**config.mk**
```make
export PLATFORM = sky130hd
export DESIGN_NAME = fixed_block_pool_allocator_unit
export DESIGN_NICKNAME = d
export VERILOG_FILES = /design/src/rtl/fbpa_pkg.sv /design/src/rtl/fbpa_ram.sv /design/src/rtl/fbpa_div.sv /design/src/rtl/fixed_block_pool_allocator_unit.sv
export SDC_FILE = /design/constraint.sdc
export NUM_CORES = 1
export LEC_CHECK = 0
export BUFFER_PORTS_ARGS = -buffer_cell sky130_fd_sc_hd__buf_2
export CAP_MARGIN = 0
export CORE_UTILIZATION = 50
export DETAILED_ROUTE_END_ITERATION = 7
export MAX_ROUTING_LAYER = met4
export PLACE_DENSITY = 0.67
export SYNTH_ARGS = -nofsm -noshare
export SYNTH_HDL_FRONTEND = slang
export SYNTH_HIERARCHICAL = 1
export SYNTH_SLANG_ARGS = --single-unit
```
**constraint.sdc**
```tcl
create_clock -name clk -period 8.2 [get_ports clk]
set_input_delay 0.82 -clock clk [delete_from_list [all_inputs] [get_ports clk]]
set_output_delay 0.82 -clock clk [all_outputs]
set_load 0.005 [all_outputs]
```
**src/rtl/fbpa_pkg.sv**
```systemverilog
// fbpa_pkg.sv: shared types and codes for the fixed block pool allocator
`timescale 1ns / 1ps

package fbpa_pkg;

  localparam int ADDR_W   = 32;
  localparam int SIZE_W   = 32;
  localparam int CAP_W    = 16;
  localparam int COUNT_W  = 7;
  localparam int ACTION_W = 3;
  // capacity plus a header of up to 64 bytes
  localparam int STRIDE_W = 17;
  localparam int CFG_IDX_W = 2;

  // action codes
  localparam logic [ACTION_W-1:0] ACT_ALLOC  = 3'd0;
  localparam logic [ACTION_W-1:0] ACT_FREE   = 3'd1;
  localparam logic [ACTION_W-1:0] ACT_LENGTH = 3'd2;
  localparam logic [ACTION_W-1:0] ACT_RESIZE = 3'd3;
  localparam logic [ACTION_W-1:0] ACT_RESET  = 3'd4;

  // configuration register indexes
  localparam logic [CFG_IDX_W-1:0] REG_BASE  = 2'd0;
  localparam logic [CFG_IDX_W-1:0] REG_CAP   = 2'd1;
  localparam logic [CFG_IDX_W-1:0] REG_COUNT = 2'd2;

  typedef struct packed {
    logic [ACTION_W-1:0] action;
    logic [SIZE_W-1:0]   size;
    logic [ADDR_W-1:0]   address;
  } cmd_t;

  typedef struct packed {
    logic              ok;
    logic [ADDR_W-1:0] result_address;
    logic [CAP_W-1:0]  length;
  } rsp_t;

  typedef enum logic [2:0] {
    ST_CLEAR,
    ST_IDLE,
    ST_DECODE,
    ST_EVAL,
    ST_SCAN,
    ST_GRANT_MUL,
    ST_GRANT_ADD,
    ST_DIV
  } state_t;

endpackage

```
**src/rtl/fbpa_ram.sv**
```systemverilog
// fbpa_ram.sv: generic single write port ram with registered read
`timescale 1ns / 1ps

module fbpa_ram #(
  parameter int WIDTH = 1,
  parameter int DEPTH = 64,
  localparam int AW = (DEPTH > 1) ? $clog2(DEPTH) : 1
) (
  input  logic             clk,
  input  logic             we,
  input  logic [AW-1:0]    waddr,
  input  logic [WIDTH-1:0] wdata,
  input  logic [AW-1:0]    raddr,
  output logic [WIDTH-1:0] rdata
);

  logic [WIDTH-1:0] mem [DEPTH];

  // write port
  always_ff @(posedge clk) begin
    if (we) begin
      mem[waddr] <= wdata;
    end
  end

  // registered read port
  always_ff @(posedge clk) begin
    rdata <= mem[raddr];
  end

endmodule

```
**src/rtl/fbpa_div.sv**
```systemverilog
// fbpa_div.sv: restoring serial divider, one quotient bit per cycle
`timescale 1ns / 1ps

module fbpa_div #(
  parameter int DIVIDEND_W = 32,
  parameter int DIVISOR_W  = 17
) (
  input  logic                  clk,
  input  logic                  rst,
  input  logic                  go,
  input  logic [DIVIDEND_W-1:0] dividend,
  input  logic [DIVISOR_W-1:0]  divisor,
  output logic                  done,
  output logic [DIVIDEND_W-1:0] quotient,
  output logic [DIVISOR_W-1:0]  remainder
);

  localparam int CNT_W = $clog2(DIVIDEND_W + 1);

  logic                 run;
  logic [CNT_W-1:0]     cnt;
  logic [DIVISOR_W-1:0] dsr;
  logic [DIVISOR_W:0]   shifted;
  logic                 ge;

  // trial subtract of the shifted partial remainder
  assign shifted = {remainder, quotient[DIVIDEND_W-1]};
  assign ge      = (shifted >= {1'b0, dsr});

  // control
  always_ff @(posedge clk) begin
    if (rst) begin
      run  <= 1'b0;
      done <= 1'b0;
      cnt  <= '0;
    end else begin
      done <= 1'b0;
      if (go) begin
        run <= 1'b1;
        cnt <= CNT_W'(DIVIDEND_W);
      end else if (run) begin
        cnt <= cnt - CNT_W'(1);
        if (cnt == CNT_W'(1)) begin
          run  <= 1'b0;
          done <= 1'b1;
        end
      end
    end
  end

  // datapath
  always_ff @(posedge clk) begin
    if (go) begin
      remainder <= '0;
      quotient  <= dividend;
      dsr       <= divisor;
    end else if (run) begin
      remainder <= ge ? DIVISOR_W'(shifted - {1'b0, dsr}) : shifted[DIVISOR_W-1:0];
      quotient  <= {quotient[DIVIDEND_W-2:0], ge};
    end
  end

endmodule

```
**src/rtl/fixed_block_pool_allocator_unit.sv**
```systemverilog
// fixed_block_pool_allocator_unit.sv: top level of the fixed block pool allocator
// Length, resize, oversize allocate, unowned free and unknown actions finish from the
// evaluate state; allocate scans the free map with one memory read per chunk, then
// multiplies and adds to form the address; free runs the 32-step serial divider; reset
// clears the whole map. One word at a time; the strobe cannot be stalled.
// After rst the free map is cleared entry by entry with busy high.
`timescale 1ns / 1ps

module fixed_block_pool_allocator_unit #(
  parameter int MAX_CHUNKS   = 64,
  parameter int HEADER_BYTES = 16
) (
  input  logic                           clk,
  input  logic                           rst,
  input  logic                           start,
  output logic                           busy,
  input  fbpa_pkg::cmd_t                 cmd,
  output logic                           done,
  output fbpa_pkg::rsp_t                 result,
  input  logic                           cfg_we,
  input  logic [fbpa_pkg::CFG_IDX_W-1:0] cfg_index,
  input  logic [fbpa_pkg::ADDR_W-1:0]    cfg_data
);

  import fbpa_pkg::*;

  localparam int IDX_W  = (MAX_CHUNKS > 1) ? $clog2(MAX_CHUNKS) : 1;
  localparam int N_W    = $clog2(MAX_CHUNKS + 1);
  localparam int SPAN_W = N_W + STRIDE_W;
  localparam int PROD_W = IDX_W + STRIDE_W;
  localparam logic [IDX_W-1:0] LAST_IDX = IDX_W'(MAX_CHUNKS - 1);

  state_t state, state_next;

  // configuration registers
  logic [ADDR_W-1:0]  base_address;
  logic [CAP_W-1:0]   chunk_capacity;
  logic [COUNT_W-1:0] chunk_count;

  // per-word registers
  cmd_t                cmd_q;
  logic [STRIDE_W-1:0] stride_q;
  logic [SPAN_W-1:0]   span_q;
  logic [N_W-1:0]      rd_idx, rd_idx_next;
  logic [IDX_W-1:0]    chk_idx;
  logic                pend, pend_next;
  logic [IDX_W-1:0]    grant_idx;
  logic [PROD_W-1:0]   prod_q;
  logic [IDX_W-1:0]    clr_idx;
  logic                clr_reply, clr_reply_next;
  logic                done_next;
  rsp_t                rsp_next;

  // memory and divider hookups
  logic              mem_we;
  logic [IDX_W-1:0]  mem_waddr;
  logic [0:0]        mem_wdata;
  logic [IDX_W-1:0]  mem_raddr;
  logic [0:0]        mem_rdata;
  logic              div_go;
  logic              div_done;
  logic [ADDR_W-1:0] div_quo;
  logic [STRIDE_W-1:0] div_rem;

  // combinational helpers
  logic [N_W-1:0]      n_eff;
  logic [STRIDE_W-1:0] stride_now;
  logic [ADDR_W:0]     span_hi;
  logic                owned;
  logic                issue;
  logic                found;
  logic                size_fits;
  logic                free_hit;

  // memory holds one used bit per chunk, 0 means free
  fbpa_ram #(
    .WIDTH (1),
    .DEPTH (MAX_CHUNKS)
  ) u_map (
    .clk   (clk),
    .we    (mem_we),
    .waddr (mem_waddr),
    .wdata (mem_wdata),
    .raddr (mem_raddr),
    .rdata (mem_rdata)
  );

  // maps an offset to a chunk slot and offset within it
  fbpa_div #(
    .DIVIDEND_W (ADDR_W),
    .DIVISOR_W  (STRIDE_W)
  ) u_div (
    .clk       (clk),
    .rst       (rst),
    .go        (div_go),
    .dividend  (cmd_q.address - base_address),
    .divisor   (stride_q),
    .done      (div_done),
    .quotient  (div_quo),
    .remainder (div_rem)
  );

  // pool geometry
  always_comb begin
    if (32'(chunk_count) > 32'(MAX_CHUNKS)) begin
      n_eff = N_W'(MAX_CHUNKS);
    end else begin
      n_eff = N_W'(chunk_count);
    end
  end

  assign stride_now = STRIDE_W'(chunk_capacity) + STRIDE_W'(HEADER_BYTES);
  assign span_hi    = (ADDR_W + 1)'(base_address) + (ADDR_W + 1)'(span_q);
  assign owned      = (cmd_q.address >= base_address) &&
                      ((ADDR_W + 1)'(cmd_q.address) < span_hi);
  assign size_fits  = (cmd_q.size <= 32'(chunk_capacity));

  // scan pipeline: issue a read, check it in the next cycle
  assign issue = (rd_idx < n_eff);
  assign found = (state == ST_SCAN) && pend && (mem_rdata == 1'b0);

  // free lands exactly on a data start inside the pool
  assign free_hit = (div_rem == STRIDE_W'(HEADER_BYTES)) && (div_quo < 32'(n_eff));

  assign busy = (state != ST_IDLE);

  // next state
  always_comb begin
    state_next = state;
    case (state)
      ST_CLEAR: begin
        if (clr_idx == LAST_IDX) state_next = ST_IDLE;
      end
      ST_IDLE: begin
        if (start) state_next = ST_DECODE;
      end
      ST_DECODE: begin
        state_next = ST_EVAL;
      end
      ST_EVAL: begin
        case (cmd_q.action)
          ACT_ALLOC: state_next = size_fits ? ST_SCAN : ST_IDLE;
          ACT_FREE:  state_next = owned ? ST_DIV : ST_IDLE;
          ACT_RESET: state_next = ST_CLEAR;
          default:   state_next = ST_IDLE;
        endcase
      end
      ST_SCAN: begin
        if (found) begin
          state_next = ST_GRANT_MUL;
        end else if (!issue && !pend) begin
          state_next = ST_IDLE;
        end
      end
      ST_GRANT_MUL: begin
        state_next = ST_GRANT_ADD;
      end
      ST_GRANT_ADD: begin
        state_next = ST_IDLE;
      end
      ST_DIV: begin
        if (div_done) state_next = ST_IDLE;
      end
      default: begin
        state_next = ST_IDLE;
      end
    endcase
  end

  // outputs and datapath controls
  always_comb begin
    mem_we         = 1'b0;
    mem_waddr      = '0;
    mem_wdata      = 1'b0;
    mem_raddr      = rd_idx[IDX_W-1:0];
    div_go         = 1'b0;
    done_next      = 1'b0;
    rsp_next       = '0;
    rd_idx_next    = rd_idx;
    pend_next      = 1'b0;
    clr_reply_next = clr_reply;
    case (state)
      ST_CLEAR: begin
        mem_we    = 1'b1;
        mem_waddr = clr_idx;
        if (clr_idx == LAST_IDX) begin
          done_next      = clr_reply;
          rsp_next.ok    = clr_reply;
          clr_reply_next = 1'b0;
        end
      end
      ST_EVAL: begin
        rd_idx_next = '0;
        case (cmd_q.action)
          ACT_ALLOC: begin
            if (!size_fits) done_next = 1'b1;
          end
          ACT_FREE: begin
            div_go = owned;
            if (!owned) done_next = 1'b1;
          end
          ACT_LENGTH: begin
            done_next       = 1'b1;
            rsp_next.length = owned ? chunk_capacity : '0;
          end
          ACT_RESIZE: begin
            done_next   = 1'b1;
            rsp_next.ok = owned && size_fits;
          end
          ACT_RESET: begin
            clr_reply_next = 1'b1;
          end
          default: begin
            done_next = 1'b1;
          end
        endcase
      end
      ST_SCAN: begin
        pend_next = issue && !found;
        if (issue) rd_idx_next = rd_idx + N_W'(1);
        if (found) begin
          mem_we    = 1'b1;
          mem_waddr = chk_idx;
          mem_wdata = 1'b1;
        end else if (!issue && !pend) begin
          done_next = 1'b1;
        end
      end
      ST_GRANT_ADD: begin
        done_next               = 1'b1;
        rsp_next.ok             = 1'b1;
        rsp_next.result_address = base_address + 32'(prod_q) + 32'(HEADER_BYTES);
      end
      ST_DIV: begin
        if (div_done) begin
          done_next   = 1'b1;
          rsp_next.ok = free_hit;
          mem_we      = free_hit;
          mem_waddr   = div_quo[IDX_W-1:0];
        end
      end
      default: begin
      end
    endcase
  end

  // control registers
  always_ff @(posedge clk) begin
    if (rst) begin
      state     <= ST_CLEAR;
      clr_idx   <= '0;
      clr_reply <= 1'b0;
      pend      <= 1'b0;
      rd_idx    <= '0;
      done      <= 1'b0;
    end else begin
      state     <= state_next;
      clr_reply <= clr_reply_next;
      pend      <= pend_next;
      rd_idx    <= rd_idx_next;
      done      <= done_next;
      if (state == ST_CLEAR) begin
        clr_idx <= (clr_idx == LAST_IDX) ? '0 : clr_idx + IDX_W'(1);
      end
    end
  end

  // configuration registers
  always_ff @(posedge clk) begin
    if (rst) begin
      base_address   <= '0;
      chunk_capacity <= CAP_W'(64);
      chunk_count    <= COUNT_W'(64);
    end else if (cfg_we) begin
      case (cfg_index)
        REG_BASE:  base_address   <= cfg_data;
        REG_CAP:   chunk_capacity <= cfg_data[CAP_W-1:0];
        REG_COUNT: chunk_count    <= cfg_data[COUNT_W-1:0];
        default: begin
        end
      endcase
    end
  end

  // payload registers
  always_ff @(posedge clk) begin
    if (start && !busy) cmd_q <= cmd;
    if (state == ST_DECODE) begin
      stride_q <= stride_now;
      span_q   <= SPAN_W'(n_eff) * SPAN_W'(stride_now);
    end
    if (state == ST_SCAN) chk_idx <= rd_idx[IDX_W-1:0];
    if (found) grant_idx <= chk_idx;
    if (state == ST_GRANT_MUL) prod_q <= PROD_W'(grant_idx) * PROD_W'(stride_q);
    result <= rsp_next;
  end

  // checks
  a_done_not_busy: assert property (@(posedge clk) disable iff (rst)
    done |-> !busy) else $error("result strobe while busy");

  a_done_after_work: assert property (@(posedge clk) disable iff (rst)
    done |-> $past(state) != ST_IDLE) else $error("result without a word in flight");

  a_map_write_state: assert property (@(posedge clk) disable iff (rst)
    mem_we |-> (state == ST_CLEAR || state == ST_SCAN || state == ST_DIV))
    else $error("free map written outside clear, scan or free");

  a_div_done_state: assert property (@(posedge clk) disable iff (rst)
    div_done |-> state == ST_DIV) else $error("divider finished outside free");

endmodule
```
==> Word level (Yosys, flattened, before mapping) <==
Memory sizes are Yosys's and may differ from the RTL's. A register that Yosys moved wholly into a read port is not among the register bits.
Index checks and enable logic that the tools add are counted.
{ "op_classes": {"add_sub_neg": 9, "multipliers": 2, "order_cmp": 7, "eq_ne": 23, "mux": 46, "n_bitwise": 3, "reduce_logical": 28} }
{ "op_table": {"columns": ["operator", "n"], "rows": [
  ["2-to-1 mux 32 bit", 2],
  ["adder 32 x 24 -> 33 bit", 1],
  ["< comparator 32 x 33 -> 1 bit", 1],
  ["adder 32 x 23 -> 32 bit", 1],
  ["adder 32 x 5 -> 32 bit (second input constant)", 1],
  ["greater-or-equal comparator 32 bit", 1],
  ["<= comparator 32 x 16 -> 1 bit", 1],
  ["< comparator 32 x 7 -> 1 bit", 1],
  ["subtractor 32 bit", 1],
  ["2-to-1 mux 6 bit", 5],
  ["multiplier 7 x 17 -> 24 bit", 1],
  ["one-hot mux 3 bit (8 select lines)", 1],
  ["multiplier 6 x 17 -> 23 bit", 1],
  ["2-to-1 mux 3 bit", 7],
  ["2-to-1 mux 1 bit", 20],
  ["greater-or-equal comparator 18 x 17 -> 1 bit", 1],
  ["one-hot mux 6 bit (3 select lines)", 1],
  ["adder 16 x 5 -> 17 bit (second input constant)", 1],
  ["== test 17 x 5 -> 1 bit (second input constant)", 1],
  ["2-to-1 mux 17 bit", 1],
  ["subtractor 17 bit", 1],
  ["== test 3 bit (second input constant)", 5],
  ["2-to-1 mux 7 bit", 2],
  ["one-hot mux 7 bit (2 select lines)", 1],
  ["31 further kinds", 59]
]} }
{ "totals": {"ff_bits": 340, "ram_bits": 64, "in_bits": 105, "out_inout_bits": 51, "word_cells": 146, "mem_count": 1} }
{ "mem_list": {"columns": ["name", "words", "width", "rd", "rd_ports_with_merged_regs", "write_ports", "line_no", "rtl"], "rows": [
  ["u_map.mem", 64, 1, 1, 1, 1, "fbpa_ram.sv:17", "logic [WIDTH-1:0] mem [DEPTH];"]
]} }

==> Longest topological paths before layout <==
{ "logic_depth": {"depth_word": 8, "depth_mapped": 25, "mapped_depth_nobuf": 24} }

==> Hierarchy <==
The synthesis kept the hierarchy.
{ "by_module_without_submodules": {"columns": ["mod", "n_inst", "cells_each", "area_per_inst_um2", "seq_area_each_um2"], "rows": [
  ["fixed_block_pool_allocator_unit", 1, 2273, 21184.1, 6756.5],
  ["fbpa_div", 1, 363, 3921.3, 1971.9],
  ["fbpa_ram", 1, 204, 2914.0, 1941.9]
]} }

==> Worst setup path before layout <==
No wires, ideal clock.
{ "synth_timing": {"path_kind": "flip-flop to flip-flop", "start": "reg span_q[0]", "end": "reg u_div.quotient[0] (enable)", "setup_ns": 0.387, "t_arrival_ns": 5.958, "t_required_ns": 7.813, "slack_ns": 1.855, "path_stages_with_launch": 25, "path_buffers": 1, "period_less_slack_ns": 6.345, "cell_sequence": "edfxtp_1 > ha_1 > fa_1 > a21o_1 > a21oi_1 > o21ai_0 > a21o_1 > a31oi_1 > o21bai_1 > a21o_1 > a21oi_1 > xor2_1 > ha_1 > a21o_1 > a21o_1 > a21oi_1 > o211ai_1 > a221oi_1 > o21ai_0 > o211a_1 > nor4_1 > and2_1 > nor2_1 > clkbuf_1 > inv_1"} }
{ "synth_via": {"elab_chain_cells": 6} }
{ "synth_lines": {"columns": ["item", "line_no", "rtl"], "rows": [
  ["start, declared", "fixed_block_pool_allocator_unit.sv:43", "logic [SPAN_W-1:0] span_q;"],
  ["start signal, assigned", "fixed_block_pool_allocator_unit.sv:290", "span_q <= SPAN_W'(n_eff) * SPAN_W'(stride_now);"],
  ["adder 32 x 24 -> 33 bit", "fixed_block_pool_allocator_unit.sv:113", "assign span_hi = (ADDR_W + 1)'(base_address) + (ADDR_W + 1)'(span_q);"],
  ["< comparator 32 x 33 -> 1 bit", "fixed_block_pool_allocator_unit.sv:115", "((ADDR_W + 1)'(cmd_q.address) < span_hi);"],
  ["logical AND 1 bit", "fixed_block_pool_allocator_unit.sv:114", "assign owned = (cmd_q.address >= base_address) &&"],
  ["2-to-1 mux 1 bit", "fixed_block_pool_allocator_unit.sv:194", "case (cmd_q.action)"],
  ["2-to-1 mux 1 bit", "fixed_block_pool_allocator_unit.sv:182", "case (state)"],
  ["via div_go", "fixed_block_pool_allocator_unit.sv:60", "logic div_go;"],
  ["nonzero test 2 bit (no source line)", null, null],
  ["end signal, assigned", "fbpa_div.sv:55", "quotient <= dividend;"],
  ["end signal, assigned", "fbpa_div.sv:59", "quotient <= {quotient[DIVIDEND_W-2:0], ge};"],
  ["end, declared", "fbpa_div.sv:14", "output logic [DIVIDEND_W-1:0] quotient,"]
]} }
The timed path passes the listed nets, and every way through them passes these cells.
A chain may end at the register's enable or synchronous reset.

==> Final worst setup path <==
{ "layout_timing": {"start": "reg span_q[0]", "end": "reg u_div.remainder[0]"} }
{ "layout_via": {"elab_chain_cells": 5} }
{ "layout_lines": {"columns": ["item", "line_no", "rtl"], "rows": [
  ["adder 32 x 24 -> 33 bit", "fixed_block_pool_allocator_unit.sv:113", null],
  ["< comparator 32 x 33 -> 1 bit", "fixed_block_pool_allocator_unit.sv:115", null],
  ["logical AND 1 bit", "fixed_block_pool_allocator_unit.sv:114", null],
  ["2-to-1 mux 1 bit", "fixed_block_pool_allocator_unit.sv:194", null],
  ["2-to-1 mux 1 bit", "fixed_block_pool_allocator_unit.sv:182", null],
  ["via div_go", "fixed_block_pool_allocator_unit.sv:60", null],
  ["end signal, assigned", "fbpa_div.sv:58", "remainder <= ge ? DIVISOR_W'(shifted - {1'b0, dsr}) : shifted[DIVISOR_W-1:0];"],
  ["end, declared", "fbpa_div.sv:15", "output logic [DIVISOR_W-1:0] remainder"]
]} }
The timed path passes the listed nets, and every way through them passes these cells.

==> impl_results.md <==
* Run status: complete, no violations
* Mean post-synth cell area at about 10 µm²
* Fillcell total at 4800
* Number of cells on the worst hold path at 1
* Number of CTS-inserted buffers at 48
* Number of enable-type register cells in the synthesized netlist at 256
* Setup Total Neg Slack at 0 ns
* 1st-iter DRT viols at 1866
* Startpoint types: register
* Num Clock Sinks at slightly above 400
* Root buffer selected by CTS: sky130_fd_sc_hd__clkbuf_16
* Post-synthesis instance area at 28000 µm²
* Warnings from Yosys at 6
* Sink of the worst hold path: cmd_q[6]$_DFFE_PP_
* HPWL after detailed placement at 59.8 mm
* Routed len/inst at 20.4 µm
* Dominant synthesized flop cell: sky130_fd_sc_hd__edfxtp_1
* Post-synthesis cell type count at between 80 and 90
* Critical register-to-register path startpoint: span_q[0]$_DFFE_PP_
* Core area at 55200 µm²
* Share of the clock period used by the worst path at 81.2%
* Non-filler instance count after layout at 3779
* Share of the core filled with cells at 56.6%
* Most repeated library cell on the critical path: sky130_fd_sc_hd__a21o_1
* First-pass GRT wire length at about 120 mm
* Worst slew pin tran at 1.36 ns
* Grt ovf at 0
* Startpoint of the most critical hold path: cmd[6]
* Critical setup path kind: register to register
* Mapped Nets at 3340
* Relative slew slack at 8.97%
* Total routing resource utilization after global routing at 28.3%
* Vias at about 22000
* Hold Vio Cnt, Final at 0
* Post-CTS setup buffers at 0
* Area of the die at 57000 µm²
* Placed cell count at between 3000 and 4000
* Leading cell type in the layout, fill and taps excluded: sky130_fd_sc_hd__nand2_1
* Largest net degree at the start of global routing at 68
* Latest clock arrival within the worst-skew pair at 0.61 ns
* Instance area after placement at 29600 µm²
* Post-route DRC violation count at 0
* Delay of the slowest cell on the worst path at 0.63 ns
* Number of nets in the layout at 3489
* Clock tree from TritonCTS: built
* Critical path arrival at 7.16 ns
* Count of H-tree levels built during CTS at 2
* Biggest fanout along the worst timing path at 55
* Bufs on Longest Clock Path at 3
* Post-CTS Resized at 0
* CP endpoint kind: register
* Slowest CP cell: sky130_fd_sc_hd__nor4_1
* Delay-heaviest family, CP: compound AO/OA/AOI/OAI gates
* Setup repair after global routing missed its margin: false
* Reg2reg end: u_div/remainder[0]$_SDFFE_PP0P_
* Most frequent cells in the layout: sky130_fd_sc_hd__nand2_1, sky130_fd_sc_hd__inv_1, sky130_fd_sc_hd__ha_1, sky130_fd_sc_hd__edfxtp_1, sky130_fd_sc_hd__nor2_1
* Sequential cell area at 10700 µm²
* Max frequency at 150 MHz
* Antenna violations before repair at 2
* Multi-input gate area at roughly 16000 µm²
* Starting utilization of the core area at 50.8%
* Detailed-route vias per instance at 5.78
* Final critical path time including I/O delays and setup at 6.66 ns
* Detailed Route WL at between 70 and 80 mm
* Data required time of the critical path at 8.70 ns
* Synth-to-layout area growth at 11.5%
* Post-detailed-route count of antenna-violating nets at 0
* IO Pins at 156
* Fraction of final layout cells with drive strength greater than 1 at 10.6%
* Row count at 86
* Final-report max-slew violation count at 0
* Die X-Extent at around 240 µm
* Fraction of registers with async set/reset at 0%
* Worst-case register-to-register setup slack at 1.54 ns
* Count of buffering cells on the critical path with inverters included at 1
* Number of standard cells after synthesis at about 2800
* Quantity of hold-fixing buffers added after cts at 0
* Total design power at between 4 and 5 mW
* Leak pwr at ~13 nW
* P per Cell Area at 155 nW/µm²
* Port Buffer Count at 155
* Number of cells on the worst reg-to-reg path at 25
* Die Height at 239 µm
* Class of the tightest hold or removal check: primary input to register
* First-pass iteration count of the detailed router at 7
* Post-Layout Inst Area at 31200 µm²
* VDD IR-drop max at 0.000151 V
* Routability-driven placement congestion ratio at ~0.94
* Count of state elements after synthesis at 405
* Reg clk slew, reported paths at approximately 0.060 ns
* Maximum clock skew at final layout at 0.0233 ns
* Endpoints failing setup at 0
* # Max-Cap Violations at 0
* Sequential element share of the synthesized area at roughly two fifths
* Vias in the first global route at 21889
## Yosys cell counts (7+ instances only)
cell type	instances	area [µm²]
sky130_fd_sc_hd__nor2_1	242	908
sky130_fd_sc_hd__mux2i_1	8	80.1
sky130_fd_sc_hd__inv_1	274	1030
sky130_fd_sc_hd__fa_1	139	2780
sky130_fd_sc_hd__or2_2	11	68.8
sky130_fd_sc_hd__nand3b_1	9	67.6
sky130_fd_sc_hd__dfxtp_1	149	2980
sky130_fd_sc_hd__o21ai_1	12	60.1
sky130_fd_sc_hd__xor2_1	45	394
sky130_fd_sc_hd__o211ai_1	8	60.1
sky130_fd_sc_hd__nand2b_1	29	181
sky130_fd_sc_hd__o2111ai_1	10	87.6
sky130_fd_sc_hd__nor4_1	28	175
sky130_fd_sc_hd__o21a_1	24	180
sky130_fd_sc_hd__or3_1	10	62.6
sky130_fd_sc_hd__mux2_2	32	360
sky130_fd_sc_hd__nor3_1	46	230
sky130_fd_sc_hd__a31oi_1	13	81.3
sky130_fd_sc_hd__a211o_1	8	70.1
sky130_fd_sc_hd__a211oi_1	17	128
sky130_fd_sc_hd__edfxtp_1	256	7690
sky130_fd_sc_hd__and2_1	73	457
sky130_fd_sc_hd__o31ai_1	7	52.6
sky130_fd_sc_hd__clkbuf_1	63	236
sky130_fd_sc_hd__buf_2	7	35.0
sky130_fd_sc_hd__nand4_1	26	163
sky130_fd_sc_hd__nand3_1	62	310
sky130_fd_sc_hd__nand2_1	350	1310
sky130_fd_sc_hd__a32oi_1	8	70.1
sky130_fd_sc_hd__and3_1	16	100
sky130_fd_sc_hd__ha_1	256	3200
sky130_fd_sc_hd__mux4_1	7	184
sky130_fd_sc_hd__o21bai_1	15	113
sky130_fd_sc_hd__a21o_1	71	533
sky130_fd_sc_hd__a21oi_1	186	931
sky130_fd_sc_hd__xnor2_1	92	806
sky130_fd_sc_hd__mux4_2	10	225
sky130_fd_sc_hd__nor2b_1	33	206
sky130_fd_sc_hd__o21ai_0	78	390
## layer usage
layer / part of all wire (%) / vias to the layer above / global-route usage, % / wire (µm)
li1: - / 10271 / - / -
met4: 3.7 / 0 / 10.6 / 2880
met2: 46 / 761 / 45.3 / 35900
met3: 6.5 / 152 / 3.68 / 5050
met5: 0 / - / - / 0
met1: 43 / 10653 / 36.6 / 33500
## cells by family (layout without fill, tap and decap cells)
kind of cell    count (synthesis)  after routing  share of synthesized area, %
fa+ha+maj                     395            395                          21.4
mux                            57             57                          3.03
compound gates                539            539                          12.6
flops                         405            405                          38.1
other cells                     0              2                             0
xor+xnor                      137            137                          4.28
buf+inv                       349            538                          4.76
simple gates                  958            958                          15.9
## where the power goes
part | switching, mW | leakage (nW) | internal, mW
Sequential | 0.0359 | 3.62 | 2.17
Clock | 0.920 | 0.800 | 1.31
Combinational | 0.245 | 9.02 | 0.159
## stage by stage
stage / worst slack, ns / hold WS, ns
2_1_floorplan: 1.86 / 0.406
3_3_place_gp: 1.79 / 0.448
3_5_place_dp: 1.67 / 0.445
4_1_cts: 1.62 / 0.342
5_1_grt: 1.05 / 0.352
6_report: 1.54 / 0.376
## worst register-to-register path: stages (launching register included)
cell	delay [ns]
sky130_fd_sc_hd__edfxtp_1	0.37
sky130_fd_sc_hd__ha_1	0.22
sky130_fd_sc_hd__fa_1	0.41
sky130_fd_sc_hd__a21o_1	0.20
sky130_fd_sc_hd__a21oi_1	0.26
sky130_fd_sc_hd__o21ai_0	0.19
sky130_fd_sc_hd__a21o_1	0.23
sky130_fd_sc_hd__a31oi_1	0.26
sky130_fd_sc_hd__o21bai_1	0.16
sky130_fd_sc_hd__a21o_1	0.20
sky130_fd_sc_hd__a21oi_1	0.18
sky130_fd_sc_hd__xor2_1	0.17
sky130_fd_sc_hd__ha_1	0.26
sky130_fd_sc_hd__a21o_1	0.19
sky130_fd_sc_hd__a21o_1	0.17
sky130_fd_sc_hd__a21oi_1	0.22
sky130_fd_sc_hd__o211ai_1	0.12
sky130_fd_sc_hd__a221oi_1	0.29
sky130_fd_sc_hd__o21ai_0	0.13
sky130_fd_sc_hd__o211a_1	0.16
sky130_fd_sc_hd__nor4_1	0.63
sky130_fd_sc_hd__and2_2	0.28
sky130_fd_sc_hd__buf_4	0.60
sky130_fd_sc_hd__nand2b_1	0.42
sky130_fd_sc_hd__or3_1	0.17
sky130_fd_sc_hd__nand3_1	0.07
## worst max-delay path by stage
stage                              startpoint                         endpoint  depth (start not counted)
after floorplan           span_q[0]$_DFFE_PP_      u_div/quotient[0]$_DFFE_PP_                         24
after global placement    span_q[0]$_DFFE_PP_  u_div/remainder[0]$_SDFFE_PP0P_                         25
after detailed placement  span_q[0]$_DFFE_PP_  u_div/remainder[0]$_SDFFE_PP0P_                         25
after CTS                 span_q[0]$_DFFE_PP_  u_div/remainder[0]$_SDFFE_PP0P_                         25
after global routing      span_q[0]$_DFFE_PP_  u_div/remainder[4]$_SDFFE_PP0P_                         24
final                     span_q[0]$_DFFE_PP_  u_div/remainder[0]$_SDFFE_PP0P_                         25
## final cells by class
type	instances	share of cell area, %
Timing Repair Buffer	174	2.94
Sequential cell	405	34.2
Clock buffer	69	4.29
Clock inverter	21	0.973
Multi-Input combinational cell	2086	51.3
Inverter	274	3.29
Antenna cell	2	0.0160
Tap cell	748	3.00
## registers in the layout (all words and copies together) (netlist names), 17 cells and up
register         count
cmd_q               67
prod_q              23
u_div/dsr           17
u_div/remainder     17
stride_q            17
u_map/mem           64
base_address        32
span_q              24
u_div/quotient      32
result              49
Note: power is estimated with default switching activity, not from simulation.
